**config.mk**
```make
export PLATFORM = sky130hd
export DESIGN_NAME = ffha_ctrl
export DESIGN_NICKNAME = d
export VERILOG_FILES = /design/src/rtl/ffha_pkg.sv /design/src/rtl/ffha_ctrl.sv
export SDC_FILE = /design/constraint.sdc
export NUM_CORES = 1
export LEC_CHECK = 0
export BUFFER_PORTS_ARGS = -buffer_cell sky130_fd_sc_hd__buf_2
export CORE_MARGIN = 2
export CORE_UTILIZATION = 51
export CTS_CLUSTER_SIZE = 8
export DETAILED_ROUTE_END_ITERATION = 8
export PLACE_DENSITY = 0.81
export SLEW_MARGIN = 0
export SYNTH_ARGS = -nofsm -noshare
export SYNTH_HDL_FRONTEND = slang
export SYNTH_SLANG_ARGS = --single-unit
```
**constraint.sdc**
```tcl
create_clock -name clk_i -period 2 [get_ports clk_i]
set_input_delay 0 -clock clk_i [delete_from_list [all_inputs] [get_ports clk_i]]
set_output_delay 0 -clock clk_i [all_outputs]
set_load 0.02 [all_outputs]
```
**src/rtl/ffha_pkg.sv**
```systemverilog
package ffha_pkg;

  // fixed field widths and arena constants
  localparam int AW = 21;
  localparam int GW = 17;
  localparam int DW = 22;
  localparam int SW = 40;
  localparam int HEADER_BYTES = 40;
  localparam int HEAP_BYTES = 1048576;
  localparam logic [AW-1:0] HDR_BYTES = AW'(HEADER_BYTES);
  localparam logic [GW-1:0] GRAN_RESET = GW'(4096);
  localparam logic [GW-1:0] GRAN_MIN = GW'(2 * HEADER_BYTES);

  // request kinds
  localparam logic [1:0] CMD_ALLOC = 2'd0;
  localparam logic [1:0] CMD_FREE = 2'd1;
  localparam logic [1:0] CMD_REALLOC = 2'd2;
  localparam logic [1:0] CMD_RESET = 2'd3;

  // result status codes
  localparam logic [1:0] ST_OK = 2'd0;
  localparam logic [1:0] ST_NULL = 2'd1;
  localparam logic [1:0] ST_OOM = 2'd2;
  localparam logic [1:0] ST_FREED = 2'd3;

  // datapath operations
  typedef logic [4:0] op_t;
  localparam op_t OP_NONE = 5'd0;
  localparam op_t OP_LATCH = 5'd1;
  localparam op_t OP_HRESET = 5'd2;
  localparam op_t OP_ST_NULL = 5'd3;
  localparam op_t OP_RD_I = 5'd4;
  localparam op_t OP_NEXT = 5'd5;
  localparam op_t OP_REUSE = 5'd6;
  localparam op_t OP_SPLIT = 5'd7;
  localparam op_t OP_RD_KM1 = 5'd8;
  localparam op_t OP_SH_WR = 5'd9;
  localparam op_t OP_INS = 5'd10;
  localparam op_t OP_DIVI = 5'd11;
  localparam op_t OP_DIVS = 5'd12;
  localparam op_t OP_MUL = 5'd13;
  localparam op_t OP_OOM = 5'd14;
  localparam op_t OP_APPEND = 5'd15;
  localparam op_t OP_REFIND = 5'd16;
  localparam op_t OP_ASTART = 5'd17;
  localparam op_t OP_HIT = 5'd18;
  localparam op_t OP_ST_FREE = 5'd19;
  localparam op_t OP_INPLACE = 5'd20;
  localparam op_t OP_MOVE = 5'd21;
  localparam op_t OP_FREE0 = 5'd22;
  localparam op_t OP_RD_LOM1 = 5'd23;
  localparam op_t OP_BK = 5'd24;
  localparam op_t OP_RD_HIP1 = 5'd25;
  localparam op_t OP_FW = 5'd26;
  localparam op_t OP_MERGE = 5'd27;
  localparam op_t OP_RD_K = 5'd28;
  localparam op_t OP_CP_WR = 5'd29;
  localparam op_t OP_SHRINK = 5'd30;
  localparam op_t OP_OUT = 5'd31;

  // one table entry
  typedef struct packed {
    logic            is_free;
    logic [AW-1:0]   used;
    logic [AW-1:0]   cap;
    logic [AW-1:0]   hdr;
  } entry_t;

  typedef struct packed {
    op_t op;
  } ctrl_cmd_t;

  typedef struct packed {
    logic [1:0] cmd;
    logic       addr_zero;
    logic       size_zero;
    logic       i_lt_count;
    logic       fit;
    logic       rd_free;
    logic       split_ok;
    logic       match;
    logic       ent_free;
    logic       ent_fits;
    logic       div_last;
    logic       oom;
    logic       mv;
    logic       refind;
    logic       st_ok;
    logic       k_gt_ip1;
    logic       lo_nz;
    logic       hi_lt;
    logic       k_lt_count;
    logic       out_free;
  } dp_sts_t;

endpackage

```
**src/rtl/ffha_ctrl.sv**
```systemverilog
module ffha_ctrl (
  input  logic               clk_i,
  input  logic               rst_ni,
  input  logic               in_valid_i,
  output logic               in_ready_o,
  input  ffha_pkg::dp_sts_t  sts_i,
  output ffha_pkg::ctrl_cmd_t cmd_o
);
  import ffha_pkg::*;

  localparam logic [4:0] S_IDLE = 5'd0;
  localparam logic [4:0] S_DISPATCH = 5'd1;
  localparam logic [4:0] S_ASTART = 5'd2;
  localparam logic [4:0] S_A_RD = 5'd3;
  localparam logic [4:0] S_A_EV = 5'd4;
  localparam logic [4:0] S_SH_CHK = 5'd5;
  localparam logic [4:0] S_SH_WR = 5'd6;
  localparam logic [4:0] S_DIV_INIT = 5'd7;
  localparam logic [4:0] S_DIV = 5'd8;
  localparam logic [4:0] S_MUL = 5'd9;
  localparam logic [4:0] S_GROW = 5'd10;
  localparam logic [4:0] S_ADONE = 5'd11;
  localparam logic [4:0] S_FIND_RD = 5'd12;
  localparam logic [4:0] S_FIND_EV = 5'd13;
  localparam logic [4:0] S_FOUND = 5'd14;
  localparam logic [4:0] S_FREE0 = 5'd15;
  localparam logic [4:0] S_BK_CHK = 5'd16;
  localparam logic [4:0] S_BK_EV = 5'd17;
  localparam logic [4:0] S_FW_CHK = 5'd18;
  localparam logic [4:0] S_FW_EV = 5'd19;
  localparam logic [4:0] S_MERGE = 5'd20;
  localparam logic [4:0] S_CP_CHK = 5'd21;
  localparam logic [4:0] S_CP_WR = 5'd22;
  localparam logic [4:0] S_FIN = 5'd23;

  logic [4:0] state_q, state_d;
  op_t        op;

  assign in_ready_o = (state_q == S_IDLE);
  assign cmd_o.op = op;

  // next state and datapath operation
  always_comb begin
    state_d = state_q;
    op = OP_NONE;
    case (state_q)
      S_IDLE: begin
        if (in_valid_i) begin
          op = OP_LATCH;
          state_d = S_DISPATCH;
        end
      end
      S_DISPATCH: begin
        if (sts_i.cmd == CMD_RESET) begin
          op = OP_HRESET;
          state_d = S_FIN;
        end else if (sts_i.cmd == CMD_ALLOC) begin
          state_d = S_ASTART;
        end else if (sts_i.addr_zero) begin
          state_d = (sts_i.cmd == CMD_REALLOC) ? S_ASTART : S_FIN;
        end else begin
          state_d = S_FIND_RD;
        end
      end
      S_ASTART: begin
        if (sts_i.size_zero) begin
          op = OP_ST_NULL;
          state_d = S_FIN;
        end else begin
          op = OP_ASTART;
          state_d = S_A_RD;
        end
      end
      S_A_RD: begin
        if (sts_i.i_lt_count) begin
          op = OP_RD_I;
          state_d = S_A_EV;
        end else begin
          state_d = S_DIV_INIT;
        end
      end
      S_A_EV: begin
        if (sts_i.fit && sts_i.rd_free) begin
          op = OP_REUSE;
          state_d = S_ADONE;
        end else if (sts_i.fit && sts_i.split_ok) begin
          op = OP_SPLIT;
          state_d = S_SH_CHK;
        end else begin
          op = OP_NEXT;
          state_d = S_A_RD;
        end
      end
      S_SH_CHK: begin
        if (sts_i.k_gt_ip1) begin
          op = OP_RD_KM1;
          state_d = S_SH_WR;
        end else begin
          op = OP_INS;
          state_d = S_ADONE;
        end
      end
      S_SH_WR: begin
        op = OP_SH_WR;
        state_d = S_SH_CHK;
      end
      S_DIV_INIT: begin
        op = OP_DIVI;
        state_d = S_DIV;
      end
      S_DIV: begin
        op = OP_DIVS;
        if (sts_i.div_last) begin
          state_d = S_MUL;
        end
      end
      S_MUL: begin
        op = OP_MUL;
        state_d = S_GROW;
      end
      S_GROW: begin
        op = sts_i.oom ? OP_OOM : OP_APPEND;
        state_d = S_ADONE;
      end
      S_ADONE: begin
        if (sts_i.mv && sts_i.st_ok) begin
          op = OP_REFIND;
          state_d = S_FIND_RD;
        end else begin
          state_d = S_FIN;
        end
      end
      S_FIND_RD: begin
        if (sts_i.i_lt_count) begin
          op = OP_RD_I;
          state_d = S_FIND_EV;
        end else begin
          op = sts_i.refind ? OP_NONE : OP_ST_NULL;
          state_d = S_FIN;
        end
      end
      S_FIND_EV: begin
        if (sts_i.match) begin
          op = OP_HIT;
          state_d = S_FOUND;
        end else begin
          op = OP_NEXT;
          state_d = S_FIND_RD;
        end
      end
      S_FOUND: begin
        if (sts_i.refind) begin
          state_d = S_FREE0;
        end else if (sts_i.ent_free) begin
          op = OP_ST_FREE;
          state_d = S_FIN;
        end else if (sts_i.cmd == CMD_FREE) begin
          state_d = S_FREE0;
        end else if (sts_i.size_zero) begin
          op = OP_ST_NULL;
          state_d = S_FREE0;
        end else if (sts_i.ent_fits) begin
          op = OP_INPLACE;
          state_d = S_FIN;
        end else begin
          op = OP_MOVE;
          state_d = S_ASTART;
        end
      end
      S_FREE0: begin
        op = OP_FREE0;
        state_d = S_BK_CHK;
      end
      S_BK_CHK: begin
        if (sts_i.lo_nz) begin
          op = OP_RD_LOM1;
          state_d = S_BK_EV;
        end else begin
          state_d = S_FW_CHK;
        end
      end
      S_BK_EV: begin
        if (sts_i.rd_free) begin
          op = OP_BK;
          state_d = S_BK_CHK;
        end else begin
          state_d = S_FW_CHK;
        end
      end
      S_FW_CHK: begin
        if (sts_i.hi_lt) begin
          op = OP_RD_HIP1;
          state_d = S_FW_EV;
        end else begin
          state_d = S_MERGE;
        end
      end
      S_FW_EV: begin
        if (sts_i.rd_free) begin
          op = OP_FW;
          state_d = S_FW_CHK;
        end else begin
          state_d = S_MERGE;
        end
      end
      S_MERGE: begin
        op = OP_MERGE;
        state_d = S_CP_CHK;
      end
      S_CP_CHK: begin
        if (sts_i.k_lt_count) begin
          op = OP_RD_K;
          state_d = S_CP_WR;
        end else begin
          op = OP_SHRINK;
          state_d = S_FIN;
        end
      end
      S_CP_WR: begin
        op = OP_CP_WR;
        state_d = S_CP_CHK;
      end
      S_FIN: begin
        if (sts_i.out_free) begin
          op = OP_OUT;
          state_d = S_IDLE;
        end
      end
      default: begin
        state_d = S_IDLE;
      end
    endcase
  end

  // state register
  always_ff @(posedge clk_i or negedge rst_ni) begin
    if (!rst_ni) begin
      state_q <= S_IDLE;
    end else begin
      state_q <= state_d;
    end
  end

endmodule

```
# Word level (Yosys, flattened, before mapping)

Cells that the tools add are included.
Widths: inputs -> output; s select.

Flip-flop bits (word level): 5
Output and inout port bits: 6
Memories: 0
Input bits: 24
RAM bits: 0
Latch bits: 0
ROM bits: 0

Add/subtract/negate cells: 0
Magnitude comparators: 0
Divide/modulo/power cells: 0
Reduce and logical (&&, ||, !) cells: 7
Shifts and indexed selects: 0
Multiplexer cells: 50
Bitwise operators: 0
$mul: 0
Equal/unequal tests: 29

Operators by type and width:

| operator           | count |
|---|---|
| $mux 5             | 27 |
| $pmux 5 s24        | 1 |
| $pmux 5 s23        | 1 |
| $eq 5x4->1 const B | 8 |
| $eq 5x5->1 const B | 8 |
| $eq 5x3->1 const B | 4 |
| $mux 2             | 10 |
| $mux 3             | 5 |
| $eq 5x2->1 const B | 2 |
| $mux 4             | 2 |
| $ne 2x2->1 const B | 3 |
| $eq 5x1->1 const B | 1 |
| $logic_not 5->1    | 1 |
| $eq 2x2->1 const B | 2 |
| $mux 1             | 4 |
| $logic_and 1x1->1  | 3 |
| $reduce_and 3->1   | 1 |
| $eq 2x1->1 const B | 1 |
| $logic_not 2->1    | 1 |
| $reduce_or 2->1    | 1 |

# Logic depth before layout (Yosys ltp)

Gate-level depths: netlist (run 1).

Word-level depth: 6
Gate-level depth with buffers: 7
Depth with buffers taken out: 4

# Least setup slack after synthesis (run 1)

Ideal clock, no wire load.

Path kind: register -> register
From: register state_q[4]
To: register state_q[2]
Arrival: 1487 ps
Slack: 374 ps
Data required time: 1861 ps
Cell stages (with the launch flop): 6
Cell sequence: dfrtp_1 > buf_6 > nor2b_1 > a2111oi_0 > a211oi_1 > or4_1

Cells in the longest elaborated chain, start to end: 3
Elaborated cells between the ends (all ways): 30

RTL lines:

| element                                                        | RTL line         | source |
|---|---|---|
| from (decl)                                                    | ffha_ctrl.sv:36  | `logic [4:0] state_q, state_d;` |
| from (signal assigned)                                         | ffha_ctrl.sv:240 | `state_q <= state_d;` |
| $eq 5x5->1 (tied with other cells)                             | ffha_ctrl.sv:46  | `case (state_q)` |
| $reduce_or 2->1 (no source line) or $ne 2x2->1 (tied branches) | n/a              |  |
| $pmux 5 s23 or $reduce_and 3->1 (tied branches)                | n/a              |  |

Several ways; a longest one is shown, not always the timed one.
A chain may end at the register's enable or synchronous reset.

==> impl_results.md, run 1 <==
* IO Port Bufs at 29
* Total congestion overflow at 0
* Critical path type: register to primary output
* Vias at 1924
* Number of global-route vias before repair at 1515
* Skew-Pair Late Insertion Delay at 0.24 ns
* Syn Inst Count at 183
* Final worst path period share at 1.05
* Worst Clk Skew at 0.00147 ns
* Fin crit period at 2.11 ns
* Crit path buf inv count at 2
* CTS Buf Count at 3
* Post-Syn Nets at 207
* Failing checks: negative setup slack
* Pre-CTS setup slack at 0.120 ns
* First-pass GRT wire length at 7320 um
* Max_slew headroom at 0.707
* Initial core utilization at 0.528
* CP max stage delay at 0.50 ns
* Max FFs per register at 5
* Hpwl dp at 3310 um
* Worst Path Arrival at 2.11 ns
* Outcome: finished with violations
* Post-DRT Antenna Nets at 0
* Placed cell area at 0.00150 sq mm
* Count of final setup violators at 3
* First-pass iteration count of the detailed router at 7
* H-tree depth at 1
* Critical Path RT at 2.00 ns
* Placer Congestion at 0.968
* ANT cells at 0
* Largest net degree at the start of global routing at 36
* Fmax at 474 MHz
* Post-synth EDFFs at 0
* Yosys cell types at 58
* Nets@finish at 267
* Asr flop ratio synth at 1.00
* Max FO, Critical Path at 6
* Startpoint Class: register
* Critical-path top delay cell: or4b_4
* Flops & latches, synth at 5
* Top flop regs: state_q x5
* IR drop worst, VDD at 1.19 mV
* Routed wire per std cell at 20.6 um
* Clock Sinks at 5
* RSZ-0062 raised after global routing: true
* Layout area overhead at 45.6%
* Total GRT Usage at 0.348
* TNS Setup at -0.203 ns
* Max-cap viol count at 0
* Chip width at 54.0 um
* Crit end category: primary output
* Post-Syn Area at 0.00127 sq mm
* Drt via density at 7.07
* Finished Cell Area at 0.00185 sq mm
* Register area share after synthesis at 0.0983
* DRC violations left at 0
* Clock root buffer: clkbuf_4
* Worst-Margin Slew at 0.438 ns
* PwrDens at 1830 mW/mm^2
* Layout cells sized above 1 at 0.380
* WL final at 5600 um
* Reg with most FFs: state_q
* Rows at 18
* Slew Limit Fails at 0
* Iteration-0 DRC count of the detailed router at 166
* Crit path cell chain: buf_4 > a21oi_1 > o32ai_1 > a41oi_1 > or4b_4 > buf_6
* CP top delay family: compound AO/OA/AOI/OAI gates
* Initial antenna violation count at 0
* Worst Hold Class: input port to asynchronous set/reset pin
* Syn Area/Cell at 6.95 sq um
* Yosys warning count at 0
* Die area at 0.00291 sq mm
* Synth Flop Type: dfrtp_1
* Final WS setup at -0.110 ns
* Final Non-Filler Cells at 272
* CTS tree: yes
* Leakage Power at 0.776 nW
* Most frequent cells in the layout: 31 x buf_4, 28 x buf_2, 14 x nor2_1, 14 x a21oi_1, 10 x nor2b_1
* Commonest non-fill, non-tap cell in the layout: buf_4
* Final hold violations at 0
* Clock input transition at the sequential cells of the worst setup and hold paths at 0.05 ns
* Placed Cells at 243
* Clock Tree Buf Depth at 2
* Die Span Y at 54.0 um
* IO Pins at 30
* Core Area at 0.00241 sq mm
## logic make-up after synthesis
| family | Yosys count | synth area share |
|---|---|---|
| xor+xnor | 3 | 0.0207 |
| flops | 5 | 0.0983 |
| mux | 2 | 0.0157 |
| compound gates | 59 | 0.327 |
| simple gates | 92 | 0.438 |
| buf+inv | 22 | 0.100 |
## report_power, final
part	total (mW)	internal, mW	switching (mW)
clock network	0.122	0.0758	0.0465
logic	3.03	1.44	1.59
registers	0.236	0.168	0.0675
## area by class of cell
type,count,area (sq um)
Inverter,6,22.5
Tap cell,30,37.5
Clock buffer,4,26.3
Timing Repair Buffer,71,573
Sequential cell,5,131
Fill cell,181,557
Multi-Input combinational cell,156,1060
## what timing repair did
| action | CTS | global route |
|---|---|---|
| resized for setup | 4 | 23 |
| endpoints found under the setup margin | 3 | 4 |
| hold endpoints to repair | 5 | 0 |
| hold buffers | 1 | 0 |
| buffers inserted | 6 | 16 |
| gates cloned | 0 | 2 |
| pin swaps | 0 | 4 |
## stage by stage
stage                      util  power (mW)  hold slack, ns
final                     0.769        3.39           0.115
after global routing      0.769        3.55           0.121
after CTS                 0.660        2.61          0.0918
after detailed placement  0.624        2.38          -0.185
after global placement    0.624        2.38          -0.185
after floorplan               -        1.76          -0.296
## synth_stat cells (2+ instances only)
| cell type | number | area share |
|---|---|---|
| o21bai_1 | 2 | 0.012 |
| or4b_1 | 2 | 0.016 |
| nand3_1 | 9 | 0.035 |
| dfrtp_1 | 5 | 0.098 |
| nand2b_1 | 7 | 0.034 |
| o21ai_0 | 8 | 0.031 |
| o32ai_1 | 4 | 0.028 |
| nand2_1 | 7 | 0.021 |
| or3_1 | 3 | 0.015 |
| buf_2 | 9 | 0.035 |
| and2_1 | 2 | 0.0098 |
| nor2_1 | 15 | 0.044 |
| a32oi_1 | 2 | 0.014 |
| nand3b_1 | 7 | 0.041 |
| a211oi_1 | 2 | 0.012 |
| a21oi_1 | 14 | 0.055 |
| inv_1 | 6 | 0.018 |
| xnor2_1 | 3 | 0.021 |
| mux2i_1 | 2 | 0.016 |
| nor4b_1 | 3 | 0.021 |
| nor4_1 | 2 | 0.0098 |
| nor3_1 | 4 | 0.016 |
| buf_6 | 4 | 0.035 |
| o211ai_1 | 2 | 0.012 |
| clkbuf_1 | 2 | 0.0059 |
| a22oi_1 | 2 | 0.012 |
| o22ai_1 | 2 | 0.0098 |
| nor2b_1 | 11 | 0.054 |
| a31oi_1 | 2 | 0.0098 |
| nand4_1 | 8 | 0.039 |
| and3_1 | 2 | 0.0098 |
| o2111ai_1 | 4 | 0.028 |
## routing by layer
layer	GRT usage	vias up	share of wire
met4	0.120	0	0.075
met1	0.504	837	0.36
met5	0	-	0
met2	0.537	195	0.42
met3	0.0278	61	0.14
li1	-	831	-
## path summary, 6_finish.rpt
| path | from | to | slack, ns | cells past startpoint |
|---|---|---|---|---|
| worst max-delay path | state_q[2] | cmd_o[4] | -0.11 | 6 |
| worst min-delay path | rst_ni | state_q[3] | 0.11 | 2 |
| worst max register to register | state_q[0] | state_q[2] | 0.04 | 6 |
| worst min register to register | state_q[4] | state_q[0] | 0.90 | 4 |
| max in group asynchronous | rst_ni | state_q[1] | 1.74 | 2 |
| min in group clk_i | sts_i[11] | state_q[4] | 0.22 | 3 |
No activity file was read; power rests on OpenSTA's default activity.
==> run 2: changes to the inputs <==
--- a/config.mk
+++ b/config.mk
@@ -10,6 +10,7 @@
 export CORE_UTILIZATION = 51
 export CTS_CLUSTER_SIZE = 8
 export DETAILED_ROUTE_END_ITERATION = 8
+export HOLD_SLACK_MARGIN = 0.12
 export PLACE_DENSITY = 0.81
 export SLEW_MARGIN = 0
 export SYNTH_ARGS = -nofsm -noshare
==> run 2 against run 1 <==
Effect of this change:
- the flow still finishes with violations (negative setup slack)
- global-route usage rose by 0.12 points
- utilization rose by 0.62 points
- worst setup slack better by 0.033 ns
- critical path depth grew 1
- largest power group unchanged
==> impl_results.md, run 2 (synthesis results as in run 1) <==
* Chip width at 54.0 um (unchanged)
* IR drop worst, VDD at 1.27 mV (was 1.19 mV)
* CTS Buf Count at 3 (unchanged)
* Failing checks: negative setup slack (unchanged)
* Final worst path period share at 1.04 (was 1.05)
* Reg2reg end: state_q[2] (unchanged)
* Critical Path RT at 2.00 ns (about the same)
* Core Util, Final at 0.775 (was 0.769)
* Post-DRT Antenna Nets at 0 (unchanged)
* Fin crit period at 2.08 ns (was 2.11 ns)
* Clock power share at 0.035 (was 0.036)
* Die area at 0.00291 sq mm (unchanged)
* Finished Cell Area at 0.00187 sq mm (was 0.00185 sq mm)
* Total congestion overflow at 0 (unchanged)
* Clock Tree Buf Depth at 2 (unchanged)
* Leakage Power at 0.781 nW (was 0.776 nW)
* IO Port Bufs at 29 (unchanged)
* Total GRT Usage at 0.349 (was 0.348)
* Top flop regs: state_q x5 (unchanged)
* Drt via density at 7.21 (was 7.07)
* First-pass GRT wire length at 7330 um (was 7320 um)
* Worst Path Arrival at 2.08 ns (was 2.11 ns)
* Power Internal at 1.69 mW (was 1.68 mW)
* Crit end category: primary output (unchanged)
* WL final at 5780 um (was 5600 um)
* Max FO, Critical Path at 7 (was 6)
* Reg with most FFs: state_q (unchanged)
* Layout area overhead at 46.8% (was 45.6%)
* Routed wire per std cell at 21.2 um (was 20.6 um)
* Largest net degree at the start of global routing at 36 (unchanged)
* Nets@finish at 268 (was 267)
* Final WS setup at -0.0766 ns (was -0.110 ns)
* Clock root buffer: clkbuf_4 (unchanged)
* Outcome: finished with violations (unchanged)
* ANT cells at 0 (unchanged)
* Max-cap viol count at 0 (unchanged)
* Vias at 1967 (was 1924)
* Critical path type: register to primary output (unchanged)
* Switching power total at 1.72 mW (was 1.70 mW)
* CTS tree: yes (unchanged)
* Initial antenna violation count at 0 (unchanged)
* Layout cells sized above 1 at 0.383 (was 0.380)
* Combinational power share at 0.897 (was 0.894)
* Max_slew headroom at 0.630 (was 0.707)
* Iteration-0 DRC count of the detailed router at 214 (was 166)
* Hold Slack at 0.197 ns (was 0.115 ns)
* Worst Clk Skew at 0.00767 ns (was 0.00147 ns)
* Worst-Margin Slew at 0.553 ns (was 0.438 ns)
* First-pass iteration count of the detailed router at 6 (was 7)
* Number of global-route vias before repair at 1536 (was 1515)
* Startpoint Class: register (unchanged)
* Die Span Y at 54.0 um (unchanged)
* Register-to-register setup slack at 0.01 ns (was 0.04 ns)
* Worst setup path start: state_q[0] (was state_q[2])
* DRC violations left at 0 (unchanged)
* H-tree depth at 1 (unchanged)
* Core Area at 0.00241 sq mm (unchanged)
* Initial core utilization at 0.528 (unchanged)
* Commonest non-fill, non-tap cell in the layout: buf_4 (unchanged)
* Fmax at 482 MHz (was 474 MHz)
* RR Startpoint: state_q[3] (was state_q[0])
* Placer Congestion at 0.968 (unchanged)
* CP endpoint: cmd_o[0] (was cmd_o[4])
* IO Pins at 30 (unchanged)
* Worst reg2reg path depth at 6 (unchanged)
* Clock Sinks at 5 (unchanged)
* Skew-Pair Late Insertion Delay at 0.24 ns (about the same)
* PwrDens at 1830 mW/mm^2 (about the same)
* Clock input transition at the sequential cells of the worst setup and hold paths at 0.05 ns (about the same)
* Placed Cells at 243 (unchanged)
* Final hold violations at 0 (unchanged)
* Placed cell area at 0.00150 sq mm (unchanged)
* Most frequent cells in the layout: 31 x buf_4, 28 x buf_2, 14 x nor2_1, 14 x a21oi_1, 10 x nor2b_1 (unchanged)
* RSZ-0062 raised after global routing: true (unchanged)
* Max FFs per register at 5 (unchanged)
* Sequential share of power at 0.068 (was 0.070)
* Hpwl dp at 3310 um (unchanged)
* Slew Limit Fails at 0 (unchanged)
* Sw frac at 0.505 (was 0.503)
* Final Non-Filler Cells at 273 (was 272)
* Worst Hold Class: input port to register (was input port to asynchronous set/reset pin)
* Rows at 18 (unchanged)
* Tot Pwr at 3.41 mW (was 3.39 mW)
* Count of final setup violators at 3 (unchanged)
* Fill count at 176 (was 181)
run 2: changes by cell type in the layout (fill, tap and decap cells not counted):
cell,previous run,this run
dlygate4sd3_1,1,2
nand3_2,0,1
nand3_1,8,7
run 2: worst min-delay path by stage:
stage | cells after the start | to | slack, ns | startpoint
CTS | 3 | state_q[4] | 0.18 | sts_i[11]
finish | 3 | state_q[4] | 0.20 | sts_i[11]
floorplan | 0 | state_q[0] | -0.30 | rst_ni
global route | 3 | state_q[4] | 0.19 | sts_i[11]
global placement | 1 | state_q[1] | -0.18 | rst_ni
detailed placement | 1 | state_q[1] | -0.19 | rst_ni
run 2: power by group through the flow:
stage | clock network (mW) | registers (mW) | logic (mW)
after detailed placement | 0 | 0.279 | 2.10
after floorplan | 0 | 0.206 | 1.56
after CTS | 0.119 | 0.276 | 2.21
final | 0.119 | 0.233 | 3.06
after global routing | 0.126 | 0.236 | 3.19
after global placement | 0 | 0.280 | 2.10
run 2: what timing repair did:
action	4_1_cts	5_1_grt
gates cloned	0	2
pin swaps	0	4
endpoints found under the hold margin	5	0
hold buffers	2	0
buffers inserted	6	16
gates resized for setup	4	24
endpoints found under the setup margin	3	4
run 2: per-stage QoR:
| step | setup WS (ns) | setup TNS, ns |
|---|---|---|
| final | -0.0766 | -0.191 |
| after global placement | 0.110 | 0 |
| after global routing | -0.106 | -0.273 |
| after CTS | -0.0371 | -0.0371 |
| after detailed placement | 0.120 | 0 |
| after floorplan | 0.374 | 0 |
run 2: metal layers:
layer / GRT usage / wire, um
met4: 0.120 / 418
met2: 0.545 / 2480
met1: 0.501 / 2010
met3: 0.0278 / 877
met5: 0 / 0
run 2: cell type report:
type / count / area [sq um] / share of cell area
well taps: 30 / 37.5 / 0.0201
multi-input cells: 156 / 1070 / 0.571
repair buffers: 72 / 583 / 0.312
flip-flops and latches: 5 / 131 / 0.0703
inverters: 6 / 22.5 / 0.0121
clock buffers: 4 / 26.3 / 0.0141
run 2: critical path, cell delays in order (launching register included):
cell	delay (ns)
dfrtp_2	0.41
buf_12	0.14
buf_4	0.14
nand2b_1	0.17
o22a_1	0.20
o32ai_2	0.10
or4b_1	0.50
buf_2	0.17
